--- config.mk ---
export PLATFORM = sky130hd
export DESIGN_NAME = base64_stream_decoder
export DESIGN_NICKNAME = d
export VERILOG_FILES = /design/src/sv/b64d_pkg.sv /design/src/sv/base64_stream_decoder.sv /design/src/sv/b64d_fifo.sv
export SDC_FILE = /design/constraint.sdc
export NUM_CORES = 1
export LEC_CHECK = 0
export ABC_AREA = 1
export BUFFER_PORTS_ARGS = -buffer_cell sky130_fd_sc_hd__buf_4
export CAP_MARGIN = 20
export CORE_ASPECT_RATIO = 1.25
export CORE_MARGIN = 4
export CORE_UTILIZATION = 60
export DETAILED_ROUTE_END_ITERATION = 10
export PLACE_DENSITY = 0.74
export SETUP_SLACK_MARGIN = 0.2
export SLEW_MARGIN = 10
export SYNTH_ARGS = -nofsm -noshare
export SYNTH_HDL_FRONTEND = slang
export SYNTH_SLANG_ARGS = --single-unit
--- constraint.sdc ---
create_clock -name aclk -period 4 [get_ports aclk]
set_input_delay 0.8 -clock aclk [delete_from_list [all_inputs] [get_ports aclk]]
set_output_delay 0.8 -clock aclk [all_outputs]
set_load 0.02 [all_outputs]
--- src/sv/b64d_pkg.sv ---
package b64d_pkg;

    // Result queue geometry: one quartet can push up to three bytes at once
    localparam int FIFO_DEPTH = 8;
    localparam int PTR_W      = 3;
    localparam int CNT_W      = 4;
    localparam int MAX_PUSH   = 3;

    localparam logic [7:0] CHAR_PAD   = 8'h3D;
    localparam logic [7:0] CHAR_PLUS  = 8'h2B;
    localparam logic [7:0] CHAR_SLASH = 8'h2F;
    localparam logic [7:0] CHAR_UP_A  = 8'h41;
    localparam logic [7:0] CHAR_UP_Z  = 8'h5A;
    localparam logic [7:0] CHAR_LO_A  = 8'h61;
    localparam logic [7:0] CHAR_LO_Z  = 8'h7A;
    localparam logic [7:0] CHAR_DIG_0 = 8'h30;
    localparam logic [7:0] CHAR_DIG_9 = 8'h39;

    localparam logic [5:0] SEXTET_PLUS  = 6'd62;
    localparam logic [5:0] SEXTET_SLASH = 6'd63;

    typedef struct packed {
        logic [5:0] value;
        logic       bad;
        logic       pad;
    } sextet_t;

    typedef struct packed {
        logic [7:0] data_byte;
        logic       last_byte;
        logic       length_error;
        logic       bad_char;
    } result_t;

    function automatic sextet_t map_char(input logic [7:0] c);
        sextet_t s;
        s = '{value: 6'd0, bad: 1'b0, pad: 1'b0};
        priority if (c >= CHAR_UP_A && c <= CHAR_UP_Z) begin
            s.value = 6'(c - CHAR_UP_A);
        end else if (c >= CHAR_LO_A && c <= CHAR_LO_Z) begin
            s.value = 6'(c - CHAR_LO_A + 8'd26);
        end else if (c >= CHAR_DIG_0 && c <= CHAR_DIG_9) begin
            s.value = 6'(c - CHAR_DIG_0 + 8'd52);
        end else if (c == CHAR_PLUS) begin
            s.value = SEXTET_PLUS;
        end else if (c == CHAR_SLASH) begin
            s.value = SEXTET_SLASH;
        end else if (c == CHAR_PAD) begin
            s.pad = 1'b1;
        end else begin
            s.bad = 1'b1;
        end
        return s;
    endfunction

endpackage

--- src/sv/base64_stream_decoder.sv ---
// Base64 stream decoder.
// Slave channel: one ASCII character per transfer in s_tdata, s_tlast on the
// last character of the encoded text. Master channel: one decoded byte per
// transfer in m_tdata, m_tlast on the final byte of a message, m_tuser
// carrying the length-error and bad-character flags.
// A character is accepted every cycle while s_tready is high. The fourth
// character of a quartet pushes up to three bytes into an 8-entry result
// queue; the first is on m_tvalid in the next cycle if the queue was empty,
// the rest follow one per cycle while m_tready is high. A final flag on an
// incomplete quartet pushes a single result, data 0, length-error flag set.
// Throughput: four characters in, three bytes out, so the queue keeps up
// with an input transfer every cycle and an output transfer every cycle.
// s_tready is high whenever the queue has room for three results; it drops
// only when m_tready is held low until more than five results are queued,
// and results are held, never dropped, while m_tready is low.
// Reset (aresetn low at a clock edge) empties the queue and clears the
// partial quartet.
module base64_stream_decoder (
    input  logic       aclk,
    input  logic       aresetn,
    input  logic       s_tvalid,
    output logic       s_tready,
    input  logic [7:0] s_tdata,   // [7:0] char_code
    input  logic       s_tlast,
    output logic       m_tvalid,
    input  logic       m_tready,
    output logic [7:0] m_tdata,   // [7:0] data_byte
    output logic       m_tlast,
    output logic [1:0] m_tuser    // [0] length_error, [1] bad_char
);

    logic [17:0] acc_reg, acc_next;
    logic [1:0]  pos_reg, pos_next;
    logic        third_pad_reg, third_pad_next;
    logic        qbad_reg, qbad_next;

    logic                        s_fire;
    logic                        m_fire;
    b64d_pkg::sextet_t           sx;
    logic                        badq;
    logic [23:0]                 group;
    logic [1:0]                  push_n;
    logic [1:0]                  byte_cnt;
    b64d_pkg::result_t           push_data [b64d_pkg::MAX_PUSH];
    b64d_pkg::result_t           head;
    logic [b64d_pkg::CNT_W-1:0]  fill;

    assign s_tready = (fill <= b64d_pkg::CNT_W'(b64d_pkg::FIFO_DEPTH - b64d_pkg::MAX_PUSH));
    assign s_fire   = s_tvalid && s_tready;

    always_comb begin
        sx    = b64d_pkg::map_char(s_tdata);
        badq  = qbad_reg | sx.bad;
        group = {acc_reg, sx.value};

        acc_next       = acc_reg;
        pos_next       = pos_reg;
        third_pad_next = third_pad_reg;
        qbad_next      = qbad_reg;
        push_n         = 2'd0;
        byte_cnt       = 2'd3;

        for (int k = 0; k < b64d_pkg::MAX_PUSH; k++) begin
            push_data[k] = '{data_byte: group[23 - 8*k -: 8], last_byte: 1'b0,
                             length_error: 1'b0, bad_char: badq};
        end

        if (s_fire) begin
            if (pos_reg != 2'd3) begin
                if (s_tlast) begin
                    // incomplete quartet: single error result, then start over
                    push_n       = 2'd1;
                    push_data[0] = '{data_byte: 8'd0, last_byte: 1'b1,
                                     length_error: 1'b1, bad_char: badq};
                    acc_next       = '0;
                    pos_next       = 2'd0;
                    third_pad_next = 1'b0;
                    qbad_next      = 1'b0;
                end else begin
                    acc_next  = {acc_reg[11:0], sx.value};
                    pos_next  = pos_reg + 2'd1;
                    qbad_next = badq;
                    if (pos_reg == 2'd2) begin
                        third_pad_next = sx.pad;
                    end
                end
            end else begin
                // drop one byte per pad in the third and fourth place of the final quartet
                if (s_tlast) begin
                    byte_cnt = 2'd3 - 2'(sx.pad) - 2'(third_pad_reg);
                end
                push_n = byte_cnt;
                for (int k = 0; k < b64d_pkg::MAX_PUSH; k++) begin
                    push_data[k].last_byte = s_tlast && (2'(k + 1) == byte_cnt);
                end
                acc_next       = '0;
                pos_next       = 2'd0;
                third_pad_next = 1'b0;
                qbad_next      = 1'b0;
            end
        end
    end

    always_ff @(posedge aclk) begin
        if (!aresetn) begin
            acc_reg       <= '0;
            pos_reg       <= '0;
            third_pad_reg <= 1'b0;
            qbad_reg      <= 1'b0;
        end else begin
            acc_reg       <= acc_next;
            pos_reg       <= pos_next;
            third_pad_reg <= third_pad_next;
            qbad_reg      <= qbad_next;
        end
    end

    b64d_fifo u_fifo (
        .aclk      (aclk),
        .aresetn   (aresetn),
        .push_n    (push_n),
        .push_data (push_data),
        .pop       (m_fire),
        .head      (head),
        .fill      (fill)
    );

    assign m_tvalid = (fill != '0);
    assign m_fire   = m_tvalid && m_tready;
    assign m_tdata  = head.data_byte;
    assign m_tlast  = head.last_byte;
    assign m_tuser  = {head.bad_char, head.length_error};

`ifndef ASSERT_OFF
    a_no_overflow: assert property (@(posedge aclk) disable iff (!aresetn)
        (push_n != 2'd0) |->
            ({1'b0, fill} + 5'(push_n) <= 5'(b64d_pkg::FIFO_DEPTH)))
        else $error("result queue overflow");

    a_final_clears: assert property (@(posedge aclk) disable iff (!aresetn)
        (s_fire && s_tlast) |=> (pos_reg == 2'd0 && !qbad_reg && !third_pad_reg))
        else $error("quartet state not cleared after final character");

    a_err_result: assert property (@(posedge aclk) disable iff (!aresetn)
        (m_tvalid && m_tuser[0]) |-> (m_tdata == 8'd0 && m_tlast))
        else $error("length-error result malformed");

    a_push_only_on_event: assert property (@(posedge aclk) disable iff (!aresetn)
        (push_n != 2'd0) |-> (s_fire && (s_tlast || pos_reg == 2'd3)))
        else $error("result pushed without a completing character");
`endif

endmodule

--- src/sv/b64d_fifo.sv ---
module b64d_fifo (
    input  logic                         aclk,
    input  logic                         aresetn,
    input  logic [1:0]                   push_n,
    input  b64d_pkg::result_t            push_data [b64d_pkg::MAX_PUSH],
    input  logic                         pop,
    output b64d_pkg::result_t            head,
    output logic [b64d_pkg::CNT_W-1:0]   fill
);

    b64d_pkg::result_t                store [b64d_pkg::FIFO_DEPTH];
    logic [b64d_pkg::PTR_W-1:0]       wr_ptr_reg, wr_ptr_next;
    logic [b64d_pkg::PTR_W-1:0]       rd_ptr_reg, rd_ptr_next;
    logic [b64d_pkg::CNT_W-1:0]       fill_reg, fill_next;

    always_comb begin
        wr_ptr_next = wr_ptr_reg + b64d_pkg::PTR_W'(push_n);
        rd_ptr_next = rd_ptr_reg + b64d_pkg::PTR_W'(pop);
        fill_next   = fill_reg + b64d_pkg::CNT_W'(push_n) - b64d_pkg::CNT_W'(pop);
    end

    always_ff @(posedge aclk) begin
        if (!aresetn) begin
            wr_ptr_reg <= '0;
            rd_ptr_reg <= '0;
            fill_reg   <= '0;
        end else begin
            wr_ptr_reg <= wr_ptr_next;
            rd_ptr_reg <= rd_ptr_next;
            fill_reg   <= fill_next;
        end
    end

    always_ff @(posedge aclk) begin
        for (int k = 0; k < b64d_pkg::MAX_PUSH; k++) begin
            if (k < int'(push_n)) begin
                store[wr_ptr_reg + b64d_pkg::PTR_W'(k)] <= push_data[k];
            end
        end
    end

    assign head = store[rd_ptr_reg];
    assign fill = fill_reg;

endmodule

==> Word level (Yosys, flattened, before mapping) <==
Memories as Yosys holds them, arrays and structs flattened. A register that Yosys moved wholly into a read port is not among the register bits.
Index checks and enable logic that the tools add are counted.
{ "classes": {"n_addsub": 14, "n_lt_le_gt_ge": 10, "n_eq_ne": 9, "muxes": 43, "bitwise": 1, "reduce_logical": 10} }
{ "ops": {"columns": ["operator", "count"], "rows": [
  ["18-bit two-way mux", 2],
  ["6-bit two-way mux", 5],
  ["2-bit two-way mux", 13],
  ["8-bit by 6-bit equality test with 1-bit output, second input constant", 3],
  ["11-bit two-way mux", 2],
  ["1-bit two-way mux", 19],
  ["8-bit by 7-bit greater-or-equal comparator with 1-bit output, second input constant", 2],
  ["8-bit by 7-bit <= comparator with 1-bit output, second input constant", 2],
  ["6-bit subtractor, second input constant", 2],
  ["8-bit by 6-bit greater-or-equal comparator with 1-bit output, second input constant", 1],
  ["8-bit by 6-bit <= comparator with 1-bit output, second input constant", 1],
  ["1-bit logical AND", 8],
  ["8-bit two-way mux", 1],
  ["6-bit by 5-bit adder with 6-bit output, second input constant", 1],
  ["6-bit adder, second input constant", 1],
  ["6-bit by 1-bit subtractor with 6-bit output, second input constant", 1],
  ["4-bit by 2-bit adder with 4-bit output", 1],
  ["2-bit equality test, first input constant", 2],
  ["4-bit by 3-bit <= comparator with 1-bit output, second input constant", 1],
  ["1-bit by 2-bit < comparator with 1-bit output, first input constant", 2],
  ["4-bit nonzero test", 1],
  ["4-bit by 1-bit subtractor with 4-bit output", 1],
  ["3-bit by 1-bit adder with 3-bit output", 1],
  ["3-bit by 1-bit adder with 3-bit output, second input constant", 1],
  ["13 further kinds", 13]
]} }
{ "word_totals": {"reg_bits": 32, "ramBits": 88, "inputBits": 13, "output_inout_bits": 13, "word_cells": 95, "n_memories": 1} }
{ "memory_table": {"columns": ["memory", "depth", "width", "read_ports", "rd_clocked_by_memory_dff", "wr", "line", "source"], "rows": [
  ["u_fifo.store", 8, 11, 1, 1, 3, "b64d_fifo.sv:11", "b64d_pkg::result_t store [b64d_pkg::FIFO_DEPTH];"]
]} }

==> Longest topological paths before layout <==
Gate-level depths: netlist (run 1).
{ "logic_depth": {"depth_word": 17, "ltp_mapped": 22, "depth_no_buf": 21} }

==> Cells and area by module <==
From an unflattened synthesis (run 1), not the netlist that was laid out.
{ "unflattened": {"hier_cells": 1182, "area_unflattened_um2": 8565.7} }
{ "by_module_without_submodules": {"columns": ["mod", "n_inst", "cells_per_inst", "area_each_um2"], "rows": [
  ["b64d_fifo", 1, 918, 6834.1],
  ["base64_stream_decoder", 1, 264, 1731.7]
]} }

==> Worst setup path after synthesis (run 1) <==
Ideal clock, no wire load.
{ "synth_path": {"path_type": "input -> register", "from": "in s_tdata[2]", "to": "mem u_fifo.store[1][0] in the netlist's numbering, enable pin", "t_arrival_ps": 3126, "required_time_ps": 3666, "path_slack_ps": 540, "path_stages": 21, "cell_sequence": "buf_2 inv_1 ha_1 nand2_1 inv_1 nand3_1 nand2_2 nand2_1 inv_1 nor2_1 ha_1 nand2_4 inv_2 nand2_4 nand3_2 nand2_4 nand2_1 inv_2 buf_6 nor2_1 inv_1"} }
{ "synth_rtl": {"columns": ["element", "line", "source"], "rows": [
  ["start, declared", "base64_stream_decoder.sv:23", "input logic [7:0] s_tdata,"],
  ["end, declared", "b64d_fifo.sv:11", null]
]} }

==> metrics.cfg, run 1 <==
[global_routing]
grt.total_usage_pct = 32.5
grt_first_pass_wirelength_mm = 35.4
grt_pass1_vias = 6431
grt_max_degree = 44
grt_remaining_overflow = 0
antenna_found_initial = 0

[yosys]
synth_top_area_cell = edfxtp_1
synth-xor-area-share_pct = 1.30
netlist_top_cells_area = edfxtp_1, nand2_1, dfxtp_1
synth-edff-count = 80
synth_top_area_share_pct = 32.0
syn_avg_cell_area_sq_um = 7.54
ys_seq_area_share_pct = 42.7
synth-seq-cells = 120
synth_ff_type = edfxtp_1
synth-simple-area-share_pct = 32.6
ys_top_cells_by_count = nand2_1, nor2_1, edfxtp_1, inv_1, nand3_1
synthMostInstantiatedCell = nand2_1
async_flop_share_pct = 0
ys_warn_count = 0
ys_types = 43
synth.area.mux_share_pct = 0
netlist_instances = 994
synth_area_sq_mm = 0.00750
syn_nets = 1032
synth_compound_area_share_pct = 10.9
synth_top_family_by_area = simple AND/OR/NAND/NOR gates
synth_fa_ha_area_share_pct = 4.37

[placement]
place.gp.congestion = 0.999
dp_hpwl_mm = 15.9
io_buffers = 25
placed_area_sq_mm = 0.00777
placedCellCount = 1155
dp_slack_ps = 177

[min_path]
hold_path.class = reg -> reg

[floorplan]
num_io_pins = 26
die_height_microns = 133
die-area_sq_mm = 0.0144
num_rows = 45
coreArea_sq_mm = 0.0122
start_util_pct = 61.4
die_x_microns = 108

[clocking]
root_buffer = clkbuf_16
clk_pin_slew_ps = 50
cts_resized = 0
cts_sinks = 120
cts_made_buffers = 17
htreeDepth = 4
cts_hold_buf = 0
cts_tree = built
clkLatencyLatePin_ps = 420
cts_setup_buffers = 0
ctsLongestPathBuffers = 2

[layout]
fin_nets = 1048
synthToLayoutAreaGrowth_pct = 10.8
final_design_area_no_fill_sq_mm = 0.00831
largest_reg_flops = 88
fin_cells = 1187
drive_above_1_share_pct = 12.3
antenna_cells = 0

[power_and_ir_drop]
p_leak_nw = 3.51
ir_drop_uv = 343
cellPowerDensity_mw_per_mm2 = 480

[outcome]
status = finished clean

[sta]
worst_pin_slew_ps = 1100
finClkSkew_ps = 6.83
rsz0062_at_grt = false
fmax_ghz = 0.290
maxSlewHeadroom_pct = 26.1
post-route-period-util_pct = 86.3
final_hold_viol_count = 0
finalSetupViolCount = 0
maxSlewViolCount = 0
fin_setup_tns_ps = 0
post-route-min-period_ps = 3450
setup_ws_ps = 550

[worst_setup_path]
critPathLaunchType = input pin
regToRegEndpoint = u_fifo.store[1][3]$_DFFE_PP_
worstRegToRegCells = 12
crit_start = s_tdata[2]
reg2reg_slack_ps = 1220
required_ps = 4060
crit-reg2reg-launch = u_fifo.fill[3]$_SDFF_PN0_
end_kind = flop
arrival_ps = 3510
critical_path_class = in -> reg
cp-endpoint = u_fifo.store[6][0]$_DFFE_PP_
cp_max_fo = 15

[detailed_routing]
post_drt_wl_per_cell_microns = 19.1
drt_pass1_iterations = 6
drtIter0Drc = 905
vias = 7076
remaining_drc_errors = 0
wirelength_mm = 22.7
postRouteAntennaNets = 0
vias_per_cell = 5.96

[job]
cap_violations = 0

==> final cells by class <==
class                   count  area [sq um]
fillers                  1081          3910
multi-input cells         732          3690
flip-flops and latches    120          3200
clock buffers              19           433
inverters                  99           374
repair buffers             40           300
well taps                 164           205
clock inverters            13           105
==> worst max-delay path, cell delays in order <==
cell and delay, ps:
buf_4 150, inv_1 160, ha_1 290, nand2_1 80, inv_1 50, nand3_1 80
nand2_2 130, nand2_1 80, inv_1 80, nor2_1 60, ha_1 180, nand2_1 60
nand2_1 50, inv_2 110, nand2_4 110, inv_4 200, nand4_1 240, nand2_1 160
nor2_1 80, inv_1 340
==> stage by stage <==
stage                     total power, mW  util (%)  hold WS (ps)
after floorplan                      2.20         -           438
after global placement               2.58      63.6           453
after detailed placement             2.60      63.6           452
after CTS                            3.97      68.0           460
after global routing                 4.17      68.0           478
final                                3.99      68.0           462
==> placed cells by master (no fill, tap or decap), drive strengths merged, types with 2 or more instances in the layout <==
cell type	Yosys	routed
a21oi	42	42
a22oi	4	4
a31oi	11	11
buf	18	40
clkbuf	25	19
clkinv	3	11
clkinvlp	0	3
dfxtp	40	40
edfxtp	80	80
fa	2	2
ha	23	23
inv	96	97
nand2	324	324
nand3	87	87
nand4	20	20
nor2	111	111
nor3	11	11
o211ai	21	21
o21ai	49	49
o22ai	11	11
xnor2	3	3
xor2	6	6
==> routing by layer <==
layer / vias up / global-route usage, % / wire [microns]
met4: 0 / 17.3 / 1400
met1: 3197 / 42.0 / 8540
met3: 115 / 7.17 / 2390
met2: 426 / 50.8 / 10300
li1: 3338 / - / -
met5: - / 0 / 0
==> cell families (layout without fill, tap and decap cells) <==
kind of cell    after synthesis  in the layout
simple gates                555            555
fa+ha+maj                    25             25
compound gates              143            143
flops                       120            120
buf+inv                     142            171
xor+xnor                      9              9
==> how the worst min path moves through the flow <==
stage,start,endpoint,slack [ps],cells after the start
floorplan,u_fifo.store[5][1]$_SDFFE_PP0N_,u_fifo.store[5][1]$_SDFFE_PP0N_,440,2
global placement,acc_reg[16]$_SDFFE_PN0P_,acc_reg[16]$_SDFFE_PN0P_,450,2
detailed placement,u_fifo.store[6][1]$_SDFFE_PP0N_,u_fifo.store[6][1]$_SDFFE_PP0N_,450,2
CTS,u_fifo.store[6][1]$_SDFFE_PP0N_,u_fifo.store[6][1]$_SDFFE_PP0N_,460,2
global route,u_fifo.store[0][1]$_SDFFE_PP0N_,u_fifo.store[0][1]$_SDFFE_PP0N_,480,2
finish,u_fifo.store[6][1]$_SDFFE_PP0N_,u_fifo.store[6][1]$_SDFFE_PP0N_,460,2
==> report_power, final <==
| group | internal (mW) | switching, mW | leakage, nW |
|---|---|---|---|
| clock | 0.845 | 0.562 | 0.256 |
| combinational | 0.364 | 0.772 | 2.24 |
| sequential | 1.39 | 0.0594 | 1.01 |
No activity file was read; power rests on OpenSTA's default activity.
==> run 2, diff against run 1 <==
--- a/config.mk
+++ b/config.mk
@@ -11,6 +11,7 @@
 export CORE_ASPECT_RATIO = 1.25
 export CORE_MARGIN = 4
 export CORE_UTILIZATION = 60
+export CTS_BUF_LIST = sky130_fd_sc_hd__clkbuf_4 sky130_fd_sc_hd__clkbuf_8
 export DETAILED_ROUTE_END_ITERATION = 10
 export PLACE_DENSITY = 0.74
 export SETUP_SLACK_MARGIN = 0.2
==> run 2 against run 1 <==
Against the previous run: combinational power about the same; flip-flop and latch count is the same; clock skew rose by 6.9 ps; critical endpoint is now u_fifo.store[7][6]$_DFFE_PP_; sequential share of layout area increased by 0.87 points; final cell count is the same; register-to-register slack got worse by 40 ps; clock-buffer cell count stayed put; clock power decreased by 28%; worst setup slack gained 73 ps; sequential power about the same; critical path depth is the same; routed wire length shrank 0.76%.
==> metrics.cfg, run 2 (same netlist as run 1, synthesis figures left out) <==
[detailed_routing]
post_drt_wl_per_cell_microns = 18.9
remaining_drc_errors = 0
postRouteAntennaNets = 0
wirelength_mm = 22.5
vias_per_cell = 5.89
vias = 6993
drt_pass1_iterations = 7
drtIter0Drc = 900

[placement]
io_buffers = 25
dp_hpwl_mm = 15.9
place.gp.congestion = 0.999
placed_area_sq_mm = 0.00777

[sta]
fmax_ghz = 0.296
finClkSkew_ps = 13.7
final_hold_viol_count = 0
post-route-min-period_ps = 3380
finalSetupViolCount = 0
worst_pin_slew_ps = 1120
fin_setup_tns_ps = 0
maxSlewViolCount = 0
maxSlewHeadroom_pct = 24.8
post-route-period-util_pct = 84.4
rsz0062_at_grt = false

[min_path]
min_to = u_fifo.store[6][1]$_SDFFE_PP0N_
min_from = u_fifo.store[6][1]$_SDFFE_PP0N_
hold_path.class = reg -> reg
holdPathStages = 2

[floorplan]
die-area_sq_mm = 0.0144
die_x_microns = 108
die_height_microns = 133
num_io_pins = 26
coreArea_sq_mm = 0.0122
start_util_pct = 61.4
num_rows = 45

[worst_setup_path]
cp.buffers_inverters = 7
crit_slowest_cell = inv_1
path_common_cell = nand2_1
reg2reg_slack_ps = 1180
cp_max_fo = 15
crit-reg2reg-launch = u_fifo.fill[3]$_SDFF_PN0_
critPathMaxStageDelay_ps = 310
critPathLaunchType = input pin
arrival_ps = 3470
worstRegToRegCells = 12
required_ps = 4090
regToRegEndpoint = u_fifo.store[1][3]$_DFFE_PP_
cp_cell_sequence = buf_4 > inv_1 > ha_1 > nand2_1 > inv_1 > nand3_1 > nand2_2 > nand2_1 > inv_1 > nor2_1 > ha_1 > nand2_1 > nand2_1 > inv_2 > nand2_4 > inv_4 > nand4_1 > nand2_1 > nor2_1 > inv_1
end_kind = flop
cp_top_family = simple AND/OR/NAND/NOR gates
critical_path_class = in -> reg

[layout]
mostFrequentLayoutCells = nand2_1, nor2_1, edfxtp_1
antenna_cells = 0
fin_nets = 1048
largest_reg_flops = 88
synthToLayoutAreaGrowth_pct = 8.40
drive_above_1_share_pct = 12.5
final_design_area_no_fill_sq_mm = 0.00813
layout_commonest_cell = nand2_1
n_fill_cell = 1107

[global_routing]
grt.total_usage_pct = 32.1
grt_remaining_overflow = 0
antenna_found_initial = 0
grt_max_degree = 44
grt_first_pass_wirelength_mm = 34.9
grt_pass1_vias = 6362

[power_and_ir_drop]
p_leak_nw = 3.43
ir_drop_uv = 346
cellPowerDensity_mw_per_mm2 = 442

[clocking]
cts_sinks = 120
clk_pin_slew_ps = 70
htreeDepth = 4
ctsLongestPathBuffers = 2
cts_hold_buf = 0
cts_tree = built
cts_resized = 0
cts_setup_buffers = 0
root_buffer = clkbuf_8
clkLatencyLatePin_ps = 450
cts_made_buffers = 17

[job]
cap_violations = 0

[outcome]
status = finished clean

## run 2: layer usage
metal  global-route usage [%]  share of wire (%)  vias up
li1                         -                  -     3339
met1                     41.5                 38     3171
met2                     51.1                 47      397
met3                     7.56                9.8       86
met4                     14.6                4.5        0
met5                        0                  0        -
## run 2: stage by stage
| step | setup slack, ps | instances | power (mW) | hold slack [ps] | util (%) |
|---|---|---|---|---|---|
| 2_1_floorplan | 540 | 994 | 2.20 | 438 | - |
| 3_3_place_gp | 244 | 1155 | 2.58 | 453 | 63.6 |
| 3_5_place_dp | 177 | 1155 | 2.60 | 452 | 63.6 |
| 4_1_cts | 647 | 1187 | 3.58 | 462 | 66.5 |
| 5_1_grt | 340 | 1187 | 3.77 | 480 | 66.5 |
| 6_report | 623 | 1187 | 3.59 | 462 | 66.5 |
## run 2: cell type report
class | instances | area (sq um) | share of cell area (%)
Multi-Input combinational cell | 732 | 3690 | 45.4
Inverter | 99 | 374 | 4.60
Timing Repair Buffer | 40 | 300 | 3.70
Tap cell | 164 | 205 | 2.53
Clock buffer | 19 | 249 | 3.06
Sequential cell | 120 | 3200 | 39.4
Clock inverter | 13 | 105 | 1.29
## run 2: worst reg2reg max path, stage by stage, from the launching register on
cell and delay, ps:
dfxtp_1 330, inv_1 60, ha_1 180, nand2_1 70
nand2_1 40, nand2_1 130, inv_1 90, nand2_2 370
nor3_4 130, buf_4 220, nor2_1 680, a21oi_1 150
nor2_1 210
## run 2: worst max path at each step
| stage | cells past startpoint | startpoint | to | slack, ps |
|---|---|---|---|---|
| 3_3_place_gp | 20 | s_tdata[2] | u_fifo.store[6][6]$_DFFE_PP_ | 240 |
| 3_5_place_dp | 20 | s_tdata[2] | u_fifo.store[6][3]$_DFFE_PP_ | 180 |
| 6_report | 20 | s_tdata[2] | u_fifo.store[7][6]$_DFFE_PP_ | 620 |
| 4_1_cts | 20 | s_tdata[2] | u_fifo.store[6][9]$_DFFE_PP_ | 650 |
| 2_1_floorplan | 21 | s_tdata[2] | u_fifo.store[1][0]$_DFFE_PP_ | 540 |
| 5_1_grt | 20 | s_tdata[2] | u_fifo.store[6][0]$_DFFE_PP_ | 340 |
## run 2: power by group
part | switching, mW | internal [mW]
Clock | 0.516 | 0.496
Combinational | 0.774 | 0.363
Sequential | 0.0588 | 1.38
